### config.mk
export PLATFORM = sky130hd
export DESIGN_NAME = bls_ctrl
export DESIGN_NICKNAME = d
export VERILOG_FILES = /design/src/hw/rtl/bls_pkg.sv /design/src/hw/rtl/bls_ctrl.sv
export SDC_FILE = /design/constraint.sdc
export NUM_CORES = 1
export LEC_CHECK = 0
export BUFFER_PORTS_ARGS = -buffer_cell sky130_fd_sc_hd__clkbuf_2
export CAP_MARGIN = 20
export CORE_AREA = 3 3 40 42
export CTS_CLUSTER_DIAMETER = 100
export CTS_CLUSTER_SIZE = 25
export DETAILED_ROUTE_END_ITERATION = 6
export DIE_AREA = 0 0 43 45
export SYNTH_ARGS = -nofsm -noshare
export SYNTH_HDL_FRONTEND = slang
export SYNTH_SLANG_ARGS = --single-unit
### constraint.sdc
create_clock -name clk -period 4.55 [get_ports clk]
set_clock_uncertainty 0.15 [all_clocks]
set_input_delay 0.91 -clock clk [delete_from_list [all_inputs] [get_ports clk]]
set_output_delay 0.91 -clock clk [all_outputs]
set_load 0.005 [all_outputs]
### src/hw/rtl/bls_pkg.sv
// Package for the book level sweep block: widths, item kinds, controller
// command and status structs. No dependencies.
`timescale 1ns / 1ps
package bls_pkg;
	localparam int LEVEL_DEPTH = 32;
	localparam int IDX_W = $clog2(LEVEL_DEPTH);
	localparam int CNT_W = $clog2(LEVEL_DEPTH + 1);

	localparam logic [1:0] KIND_TRADE  = 2'd0;
	localparam logic [1:0] KIND_CLEAR  = 2'd1;
	localparam logic [1:0] KIND_APPEND = 2'd2;
	localparam logic [1:0] KIND_RSVD   = 2'd3;

	typedef struct packed {
		logic load;     // capture input word
		logic clear;    // empty both sides
		logic append;   // store level at count
		logic sweep;    // fetch next level, process the one fetched before
		logic finish;   // commit count, write result
	} bls_cmd_t;

	typedef struct packed {
		logic [1:0] kind;
		logic       more;   // levels left to fetch or one still in flight
	} bls_stat_t;
endpackage

### src/hw/rtl/bls_ctrl.sv
// Controller: sequences load, append/clear, sweep and result handoff.
// Depends on bls_pkg.
`timescale 1ns / 1ps
module bls_ctrl (
	input  logic              clk,
	input  logic              arst_n,
	input  logic              in_fire,
	input  logic              out_taken,
	input  bls_pkg::bls_stat_t stat,
	output bls_pkg::bls_cmd_t cmd,
	output logic              in_ready,
	output logic              out_valid
);
	import bls_pkg::*;

	typedef enum logic [3:0] {
		ST_IDLE  = 4'b0001,
		ST_EXEC  = 4'b0010,
		ST_SWEEP = 4'b0100,
		ST_DONE  = 4'b1000
	} state_t;

	state_t state_q;
	logic   ov_q;

	assign out_valid = ov_q;
	assign in_ready = (state_q == ST_IDLE) && (!ov_q || out_taken);

	always_comb begin
		cmd = '0;
		cmd.load = in_fire;
		unique case (state_q)
			ST_EXEC: begin
				cmd.clear = stat.kind == KIND_CLEAR;
				cmd.append = stat.kind == KIND_APPEND;
			end
			ST_SWEEP: cmd.sweep = stat.more;
			ST_DONE: cmd.finish = 1'b1;
			default: ;
		endcase
	end

	always_ff @(posedge clk or negedge arst_n) begin
		if (!arst_n) begin
			state_q <= ST_IDLE;
			ov_q <= 1'b0;
		end else begin
			if (out_taken) ov_q <= 1'b0;
			unique case (state_q)
				ST_IDLE: if (in_fire) state_q <= ST_EXEC;
				ST_EXEC: state_q <= (stat.kind == KIND_TRADE) ? ST_SWEEP : ST_DONE;
				ST_SWEEP: if (!stat.more) state_q <= ST_DONE;
				ST_DONE: begin
					ov_q <= 1'b1;
					state_q <= ST_IDLE;
				end
				default: state_q <= ST_IDLE;
			endcase
		end
	end
endmodule

Word level (Yosys, flattened, before mapping). Cells that the tools add are included.

Input port bits: 7. Bits in registers: 5. Word-level logic and storage cells: 25.

Reductions and logical operators: 6. Equality and inequality tests: 8. Multiplexer cells: 9.

Operator list (number): $mux W4 (3); $pmux W4 S3 (1); $eq A4 B1 Y1 const B (1); $eq A4 B2 Y1 const B (1); $eq A4 B3 Y1 const B (1); $eq A4 B4 Y1 const B (1); $mux W1 (4); $ne A2 B2 Y1 const B (2); $eq A2 B1 Y1 const B (1); $eq A2 B2 Y1 const B (1); $logic_not A2 Y1 (1); $mux W2 (1); $reduce_and A2 Y1 (1); $reduce_bool A2 Y1 (1); $logic_and A1 B1 Y1 (1); $logic_not A1 Y1 (1); $logic_or A1 B1 Y1 (1).

Logic depth before layout (Yosys ltp). Gate-level depths: netlist of run 1.

Depth in word-level cells: 3. Depth in mapped cells: 4. Depth with buffers taken out: 3.

Worst setup path after synthesis of run 1. OpenSTA, ideal clock, no wires.

Path type: reg-to-output. From: reg state_q[0]. To: out in_ready. Slack: 2.279 ns. Path buffers: 1. Data arrival time: 1.211 ns. Stages on the path, launching flop included: 4. Cells stage by stage: dfstp_2 > buf_6 > or4b_1 > a21oi_1.

Longest elaborated chain between the ends: 2.

Ends and longest elaborated chain: from (decl) (RTL line bls_ctrl.sv:23) `state_t state_q;`; from (signal assigned) (RTL line bls_ctrl.sv:51) `ST_EXEC: state_q <= (stat.kind == KIND_TRADE) ? ST_SWEEP : ST_DONE;`; $eq A4 B1 Y1 (RTL line bls_ctrl.sv:27) `assign in_ready = (state_q == ST_IDLE) && (!ov_q || out_taken);`; $logic_and A1 B1 Y1 (RTL line bls_ctrl.sv:27); to (decl) (RTL line bls_ctrl.sv:11) `output logic in_ready,`.

No other way between the ends.

Worst setup path after layout of run 1. Ends and elaborated chain as after synthesis.

==> results of run 1 <==
area by class of cell:
type / instances / area [um2]
Timing Repair Buffer: 13 / 65.06
Tap cell: 15 / 18.77
Multi-Input combinational cell: 22 / 156.4
Fill cell: 147 / 880.8
Clock buffer: 4 / 26.28
Sequential cell: 5 / 126.4
Inverter: 3 / 11.26
logic make-up after synthesis:
group	after synthesis
DFF	5
buffers and inverters	5
and+or+nand+nor	14
AOI/OAI and AO/OA	8
report_power, final:
part,total [mW],switching (mW),internal (mW)
logic,0.0548,0.0236,0.0312
clock network,0.0505,0.0174,0.0331
registers,0.0800,0.0202,0.0599
state kept, by name (all words and copies together), names as in the netlist:
signal / cells
out_valid: 1
state_q: 4
cells in the final DEF (no fill, tap or decap), types with 2 or more instances in the layout:
master,count
nand3b_1,2
inv_1,3
clkbuf_2,13
nor3b_2,2
nor3_1,2
nor2_1,3
clkbuf_4,3
dfrtp_1,4
o21ai_0,3
per-layer routing:
| metal | vias up | global-route usage, % | routed length (um) |
|---|---|---|---|
| met5 | - | 0 | 0 |
| met4 | 0 | 1.807 | 0 |
| met3 | 0 | 4.781 | 60 |
| met2 | 13 | 10.18 | 248 |
| met1 | 128 | 9.828 | 297 |
| li1 | 147 | - | - |
worst max path at each step:
stage	to	slack, ns	depth (start not counted)
final	in_ready	1.89	3
after global routing	in_ready	1.78	3
after CTS	in_ready	1.88	3
after detailed placement	cmd[1]	2.13	4
after global placement	cmd[1]	2.14	4
after floorplan	in_ready	2.28	3
metrics by stage:
| stage | utilization (%) | cells | setup WS [ns] |
|---|---|---|---|
| floorplan | - | 32 | 2.279 |
| global placement | 29.41 | 58 | 2.140 |
| detailed placement | 29.41 | 58 | 2.133 |
| CTS | 31.45 | 62 | 1.878 |
| global route | 31.45 | 62 | 1.775 |
| finish | 31.45 | 62 | 1.892 |
==> results.sh, run 1 <==
export IMPL_die_area_mm2=0.001935
export IMPL_io_pins=14
export IMPL_yosys_area_share_adder_pct=0
export IMPL_place_congestion=0.6808
export IMPL_rrSetupSlack_ns=3.13
export IMPL_setup_violations_final=0
export IMPL_r2r_end="state_q[1]"
export IMPL_clkSlewWorstSetupHoldPaths_ns=0.05
export IMPL_synth_most_common_cell="dfrtp_1"
export IMPL_synth_main_ff_cell="dfrtp_1"
export IMPL_cts_buffers=3
export IMPL_critPathMaxFanout=9
export IMPL_diodes=0
export IMPL_crit_arrival_ns=1.60
export IMPL_worst_ep_required_time_ns=3.49
export IMPL_r2r_cells=2
export IMPL_synth_cells=32
export IMPL_status="finished clean"
export IMPL_synth_top_area_share_pct=32.00
export IMPL_std_cell_rows=13
export IMPL_worst_hold_slack_ns=0.3254
export IMPL_io_buffers=13
export IMPL_synth_edf_count=0
export IMPL_core_area_mm2=0.001285
export IMPL_drt_iter0_markers=6
export IMPL_viasPerCell=4.645
export IMPL_fin_crit_ns=2.658
export IMPL_hpwl_um=470.1
export IMPL_timing_rr_start="state_q[0]"
export IMPL_via_count=288
export IMPL_maxSlewHeadroom_pct=73.63
export IMPL_yosysWarningCount=0
export IMPL_path_buf_inv=1
export IMPL_path_cells="or4b_1, a21oi_1, clkbuf_2"
export IMPL_ir_worst_vdd_v=0.0002235
export IMPL_crit_slowest_cell="dfstp_2"
export IMPL_h_tree_depth=1
export IMPL_period_share_pct=58.41
export IMPL_hold_path_class="in2async"
export IMPL_synthTopCellsByCount="4 x dfrtp_1, 3 x inv_1, 3 x nor2_1, 3 x o21ai_0"
export IMPL_setup_tns_ns=0
export IMPL_gr_total_overflow=0
export IMPL_crit_family="flip-flops"
export IMPL_power_density_mw_per_mm2=458.7
export IMPL_max_slew_worst_pin_slew_ns=0.3900
export IMPL_yosys_area_share_simple_pct=34.00
export IMPL_grt_setup_unrepaired="false"
export IMPL_grtUsageTotal_pct=7.460
export IMPL_fmax_mhz=376.3
export IMPL_cts_repair_resized=0
export IMPL_wl_um=606
export IMPL_crit_path_start="state_q[0]"
export IMPL_synth_ff_latch_count=5
export IMPL_drcViolationCount=0
export IMPL_yosysSeqAreaShare_pct=40.40
export IMPL_wl_per_cell_um=9.774
export IMPL_maxCapViolations=0
export IMPL_grt_pass1_wl_um=1055
export IMPL_final_area_um2=404.1
export IMPL_crit_path_max_incr_delay_ns=0.60
export IMPL_syn_to_final_growth_pct=29.20
export IMPL_die_w_um=43
export IMPL_finalMaxSlewViolations=0
export IMPL_synth_distinct_cells=20
export IMPL_antenna_found_initial=0
export IMPL_synth_compound_area_share_pct=16.00
export IMPL_syn_cell_area_um2=312.8
export IMPL_max_clock_path_buffers=2
export IMPL_antenna_left=0
export IMPL_muxShareOfSynthArea_pct=0
export IMPL_ys_top_cells_by_area="dfrtp_1 32%, dfstp_2 8.4%, nor3b_2 8.0%"
export IMPL_critPathKind="reg2out"
export IMPL_drive_gt1_share_pct=42.55
export IMPL_grt_pass1_vias=248
export IMPL_synth_nets=39
export IMPL_drt_first_pass_iters=4
export IMPL_clk_latency_ns=0.24
export IMPL_clockRootBuffer="clkbuf_4"
export IMPL_p_leak_nw=0.1979
export IMPL_die_h_um=45
export IMPL_cts_hold_fix_buffers=0
export IMPL_synthArstFlopShare_pct=100.0
export IMPL_start_util_pct=24.34
export IMPL_cp_start_kind="flip-flop"
export IMPL_synth_area_per_cell_um2=9.775
export IMPL_cts_setup_buffers=0
export IMPL_synth_xor_area_share_pct=0
export IMPL_synth_top_area_cell="dfrtp_1"
export IMPL_grt_max_degree=10
export IMPL_cts_sinks=5
export IMPL_synth_top_family_by_area="simple AND/OR/NAND/NOR gates"
export IMPL_final_hold_viol_count=0
export IMPL_placed_area_um2=377.9
export IMPL_final_net_count=55
export IMPL_total_power_mw=0.1854
export IMPL_cts_tree="done"
export IMPL_end_kind="output port"
Power figures use the tool's default switching activity.
==> inputs of run 2 (changes only) <==
ABC_AREA = 1   (was unset)
clock period = 2.2 ns   (was 4.55 ns; I/O delays follow)
==> results.sh, run 2 <==
export IMPL_p_clk_share_pct=27.4
export IMPL_maxCapViolations=0
export IMPL_rrSetupSlack_ns=1.06
export IMPL_r2r_cells=4
export IMPL_regMostFlops="state_q"
export IMPL_worstHoldStart="out_taken"
export IMPL_syn_to_final_growth_pct=38.96
export IMPL_critPathKind="reg2out"
export IMPL_die_w_um=43
export IMPL_start_util_pct=22.49
export IMPL_postLayoutCoreUtil_pct=31.26
export IMPL_grt_pass1_wl_um=1242
export IMPL_final_net_count=65
export IMPL_clkSlewWorstSetupHoldPaths_ns=0.04
export IMPL_final_cells=72
export IMPL_total_power_mw=0.3893
export IMPL_status="finished clean"
export IMPL_mostFrequentLayoutCell="clkbuf_2"
export IMPL_place_congestion=0.7596
export IMPL_grt_setup_unrepaired="false"
export IMPL_antenna_left=0
export IMPL_final_hold_viol_count=0
export IMPL_core_area_mm2=0.001285
export IMPL_critPathMaxFanout=4
export IMPL_fmax_mhz=559.4
export IMPL_drcViolationCount=0
export IMPL_path_cells="nor2_4, nand2_1, nor3_1, clkbuf_2"
export IMPL_seqPwrFrac_pct=37.4
export IMPL_period_share_pct=81.26
export IMPL_io_buffers=13
export IMPL_synth_edf_count=0
export IMPL_yosysWarningCount=0
export IMPL_diodes=0
export IMPL_worst_ep_required_time_ns=1.61
export IMPL_via_count=295
export IMPL_drt_first_pass_iters=4
export IMPL_fin_crit_ns=1.788
export IMPL_syn_cell_area_um2=289.0
export IMPL_die_h_um=45
export IMPL_end_kind="output port"
export IMPL_grt_pass1_vias=322
export IMPL_cts_setup_buffers=0
export IMPL_grt_max_degree=6
export IMPL_die_area_mm2=0.001935
export IMPL_p_comb_share_pct=35.1
export IMPL_max_slew_worst_pin_slew_ns=0.1897
export IMPL_wl_per_cell_um=9.167
export IMPL_synth_top_area_share_pct=34.63
export IMPL_switching_share_pct=35.44
export IMPL_h_tree_depth=1
export IMPL_ir_worst_vdd_v=0.0002580
export IMPL_crit_arrival_ns=1.20
export IMPL_hold_path_cell_count=2
export IMPL_yosysSeqAreaShare_pct=43.72
export IMPL_synth_main_ff_cell="dfrtp_1"
export IMPL_r2r_end="state_q[1]"
export IMPL_synth_nets=47
export IMPL_clk_latency_ns=0.24
export IMPL_synthArstFlopShare_pct=100.0
export IMPL_final_cell_mix="13 x clkbuf_2, 11 x inv_1, 5 x nor2_1, 5 x nand2_1, 5 x nand3_1"
export IMPL_cts_buffers=3
export IMPL_finalMaxSlewViolations=0
export IMPL_gr_total_overflow=0
export IMPL_synth_area_per_cell_um2=7.226
export IMPL_drt_iter0_markers=7
export IMPL_crit_path_max_incr_delay_ns=0.42
export IMPL_cts_repair_resized=0
export IMPL_antenna_found_initial=0
export IMPL_cts_sinks=5
export IMPL_ys_top_cells_by_area="dfrtp_1 35%, inv_1 14%, dfstp_2 9.1%"
export IMPL_wl_um=660
export IMPL_cts_tree="done"
export IMPL_power_density_mw_per_mm2=969.2
export IMPL_p_sw_mw=0.1380
export IMPL_timing_rr_start="state_q[1]"
export IMPL_maxSlewHeadroom_pct=87.36
export IMPL_cp_start_kind="flip-flop"
export IMPL_max_clock_path_buffers=2
export IMPL_synth_most_common_cell="inv_1"
export IMPL_synth_cells=40
export IMPL_io_pins=14
export IMPL_min_to="out_valid"
export IMPL_grtUsageTotal_pct=9.464
export IMPL_synth_ff_latch_count=5
export IMPL_hpwl_um=570.8
export IMPL_crit_slowest_cell="dfrtp_1"
export IMPL_clockRootBuffer="clkbuf_4"
export IMPL_synth_top_area_cell="dfrtp_1"
export IMPL_viasPerCell=4.097
export IMPL_drive_gt1_share_pct=31.58
export IMPL_largest_reg_flops=4
export IMPL_synthTopCellsByCount="11 x inv_1, 5 x nand2_1, 5 x nand3_1, 5 x nor2_1, 4 x dfrtp_1"
export IMPL_setup_tns_ns=0
export IMPL_synth_distinct_cells=12
export IMPL_setup_violations_final=0
export IMPL_dp_cells=67
export IMPL_crit_path_start="state_q[3]"
export IMPL_p_int_mw=0.2513
export IMPL_std_cell_rows=13
export IMPL_p_leak_nw=0.2439
export IMPL_hold_path_class="in2reg"
run 2: cell types whose count changed after synthesis, moves of 2 or more:
| cell | delta |
|---|---|
| nand4_1 | +2 |
| nor2_1 | +2 |
| inv_1 | +8 |
| nand3_1 | +5 |
| nand2_1 | +5 |
| nor3b_2 | -2 |
run 2: final cells by class:
type / instances / area (um2)
Clock buffer: 4 / 26.28
Fill cell: 145 / 883.3
Inverter: 11 / 41.29
Multi-Input combinational cell: 23 / 113.9
Sequential cell: 5 / 126.4
Tap cell: 15 / 18.77
Timing Repair Buffer: 14 / 75.07
run 2: cell families after synthesis:
kind of cell / count (synthesis) / synth area share [%]
AO/OA/AOI/OAI: 2 / 3.463
buffers and inverters: 12 / 16.88
flip-flops: 5 / 43.73
AND/OR/NAND/NOR: 21 / 35.93
run 2: critical path: cells and delay by family, from the launching register on:
family                 cells  cell delay (ns)
flip-flops                 1             0.42
AND/OR/NAND/NOR            3             0.40
buffers and inverters      1             0.14
run 2: worst max path at each step:
stage          slack (ns)  depth (start not counted)     end
2_1_floorplan        0.82                          3  cmd[2]
3_3_place_gp         0.67                          4  cmd[2]
3_5_place_dp         0.67                          4  cmd[2]
4_1_cts              0.40                          4  cmd[2]
5_1_grt              0.28                          4  cmd[3]
6_report             0.41                          4  cmd[2]
run 2: through the flow:
step                      hold slack (ns)  area, um2  setup WS, ns
after floorplan                 -0.005591      289.0        0.8211
after global placement             0.1123      365.4        0.6709
after detailed placement           0.1133      365.4        0.6676
after CTS                          0.2730      401.6        0.3967
after global routing               0.2820      401.6        0.2784
final                              0.2761      401.6        0.4123
run 2: metal layers:
layer  part of all wire (%)  vias to the layer above  routed length, um  track usage, %
met5                      0                        -                  0               0
met4                    3.6                        0                 24           9.036
met3                    8.3                        4                 55           3.984
met2                     45                       10                300           15.57
met1                     42                      124                280           8.824
li1                       -                      157                  -               -
run 2: power by group through the flow:
stage,combinational [mW],sequential [mW],clock [mW]
2_1_floorplan,0.0938,0.143,0
3_3_place_gp,0.139,0.146,0
5_1_grt,0.159,0.150,0.119
3_5_place_dp,0.139,0.147,0
4_1_cts,0.140,0.145,0.112
6_report,0.137,0.146,0.107
run 2: what timing repair did:
item,CTS,global route
endpoints found under the hold margin,4,0
endpoints found under the setup margin,0,0
hold buffers,1,0
==> inputs of run 3 (changes only) <==
clock period = 1.45 ns   (was 2.2 ns; I/O delays follow)
==> results.sh, run 3 (synthesized netlist as in run 2, its figures left out) <==
export IMPL_antenna_left=0
export IMPL_wl_per_cell_um=9.935
export IMPL_setup_tns_ns=-0.6191
export IMPL_diodes=0
export IMPL_grt_pass1_vias=340
export IMPL_clockRootBuffer="clkbuf_4"
export IMPL_start_util_pct=22.49
export IMPL_hold_path_class="in2reg"
export IMPL_r2r_end="state_q[2]"
export IMPL_die_h_um=45
export IMPL_cp_start_kind="flip-flop"
export IMPL_place_ws_ns=0.07758
export IMPL_clkSlewWorstSetupHoldPaths_ns=0.04
export IMPL_worst_ep_required_time_ns=1.01
export IMPL_largest_reg_flops=4
export IMPL_grtUsageTotal_pct=9.950
export IMPL_hold_path_cell_count=2
export IMPL_drcViolationCount=0
export IMPL_grt_setup_unrepaired="true"
export IMPL_ir_worst_vdd_v=0.0008393
export IMPL_place_congestion=0.6643
export IMPL_end_kind="output port"
export IMPL_postLayoutCoreUtil_pct=37.00
export IMPL_gr_total_overflow=0
export IMPL_final_cells=77
export IMPL_p_clk_share_pct=23.2
export IMPL_die_area_mm2=0.001935
export IMPL_cts_buffers=3
export IMPL_cts_sinks=5
export IMPL_crit_slowest_cell="dfrtp_1"
export IMPL_setup_violations_final=5
export IMPL_cts_tree="done"
export IMPL_fmax_mhz=628.5
export IMPL_p_int_mw=0.4256
export IMPL_worst_hold_slack_ns=0.1178
export IMPL_max_clock_path_buffers=2
export IMPL_std_cell_rows=13
export IMPL_path_buf_inv=1
export IMPL_timing_rr_start="state_q[0]"
export IMPL_antenna_found_initial=0
export IMPL_die_w_um=43
export IMPL_viasPerCell=4.247
export IMPL_drt_iter0_markers=4
export IMPL_setup_ws_ns=-0.1410
export IMPL_final_net_count=70
export IMPL_fin_crit_ns=1.591
export IMPL_via_count=327
export IMPL_dp_cells=68
export IMPL_p_comb_share_pct=42.1
export IMPL_final_cell_mix="10 x clkbuf_2, 9 x inv_1, 4 x nand2_1, 4 x dfrtp_1, 4 x buf_4"
export IMPL_n_fill_cell=142
export IMPL_final_hold_viol_count=0
export IMPL_rrSetupSlack_ns=0.19
export IMPL_min_to="out_valid"
export IMPL_mostFrequentLayoutCell="clkbuf_2"
export IMPL_final_area_um2=475.5
export IMPL_max_slew_worst_pin_slew_ns=0.2068
export IMPL_maxSlewHeadroom_pct=86.07
export IMPL_placed_area_um2=372.9
export IMPL_io_buffers=13
export IMPL_drt_first_pass_iters=4
export IMPL_switching_share_pct=37.62
export IMPL_violations="negative setup slack"
export IMPL_critPathMaxFanout=4
export IMPL_p_sw_mw=0.2566
export IMPL_grt_pass1_wl_um=1373
export IMPL_p_leak_nw=0.2774
export IMPL_critPathKind="reg2out"
export IMPL_io_pins=14
export IMPL_regMostFlops="state_q"
export IMPL_r2r_cells=4
export IMPL_seqPwrFrac_pct=34.7
export IMPL_crit_family="flip-flops"
export IMPL_total_power_mw=0.6822
export IMPL_crit_path_max_incr_delay_ns=0.41
export IMPL_core_area_mm2=0.001285
export IMPL_period_share_pct=109.7
export IMPL_clk_latency_ns=0.24
export IMPL_status="finished, violations left"
export IMPL_h_tree_depth=1
export IMPL_hpwl_um=498.6
export IMPL_wl_um=765
export IMPL_drive_gt1_share_pct=51.61
export IMPL_syn_to_final_growth_pct=64.50
export IMPL_grt_max_degree=6
export IMPL_path_cells="nor2_4, nand2_2, nor3_2, buf_2"
export IMPL_power_density_mw_per_mm2=1435
export IMPL_crit_arrival_ns=1.15
export IMPL_finalMaxSlewViolations=0
export IMPL_maxCapViolations=0
export IMPL_worstHoldStart="out_taken"
-- run 3: worst max-delay path by stage --
stage / startpoint / to / slack [ns] / cells past startpoint
after floorplan: state_q[3] / cmd[2] / 0.22 / 3
after global placement: state_q[3] / cmd[2] / 0.09 / 4
after detailed placement: state_q[3] / cmd[2] / 0.08 / 4
after CTS: state_q[2] / in_ready / -0.16 / 4
after global routing: state_q[3] / cmd[3] / -0.24 / 4
final: state_q[3] / cmd[2] / -0.14 / 4
-- run 3: area by class of cell --
cell class	instances	area [um2]	area share, %
multi-input combinational	23	146.4	30.79
sequential	5	126.4	26.58
timing repair buffer	19	116.4	24.47
inverter	11	41.29	8.684
clock buffer	4	26.28	5.526
tap	15	18.77	3.947
-- run 3: routing by layer --
metal  vias to the layer above  share of wire [%]  GRT usage, %
li1                        169                  -             -
met1                       146                 36         10.24
met2                        12                 54         15.87
met3                         0                 10         7.171
met4                         0                  0         3.614
met5                         -                  0             0
-- run 3: worst reg2reg max path, stage by stage (launching register included) --
cell	delay (ns)
dfstp_2	0.59
nor2_2	0.07
nand4_1	0.09
buf_4	0.13
o21ai_0	0.10
-- run 3: what timing repair did --
item	in CTS	in global routing
resized for setup	3	11
pin swaps	3	5
hold buffers	1	0
endpoints found under the setup margin	5	7
gates cloned	0	0
setup buffers	4	1
hold endpoints to repair	5	0
-- run 3: power groups by stage --
stage          clock [mW]  combinational (mW)  sequential, mW
6_report            0.158               0.287           0.237
5_1_grt             0.185               0.327           0.246
4_1_cts             0.166               0.249           0.219
3_5_place_dp            0               0.212           0.221
3_3_place_gp            0               0.214           0.219
2_1_floorplan           0               0.142           0.216
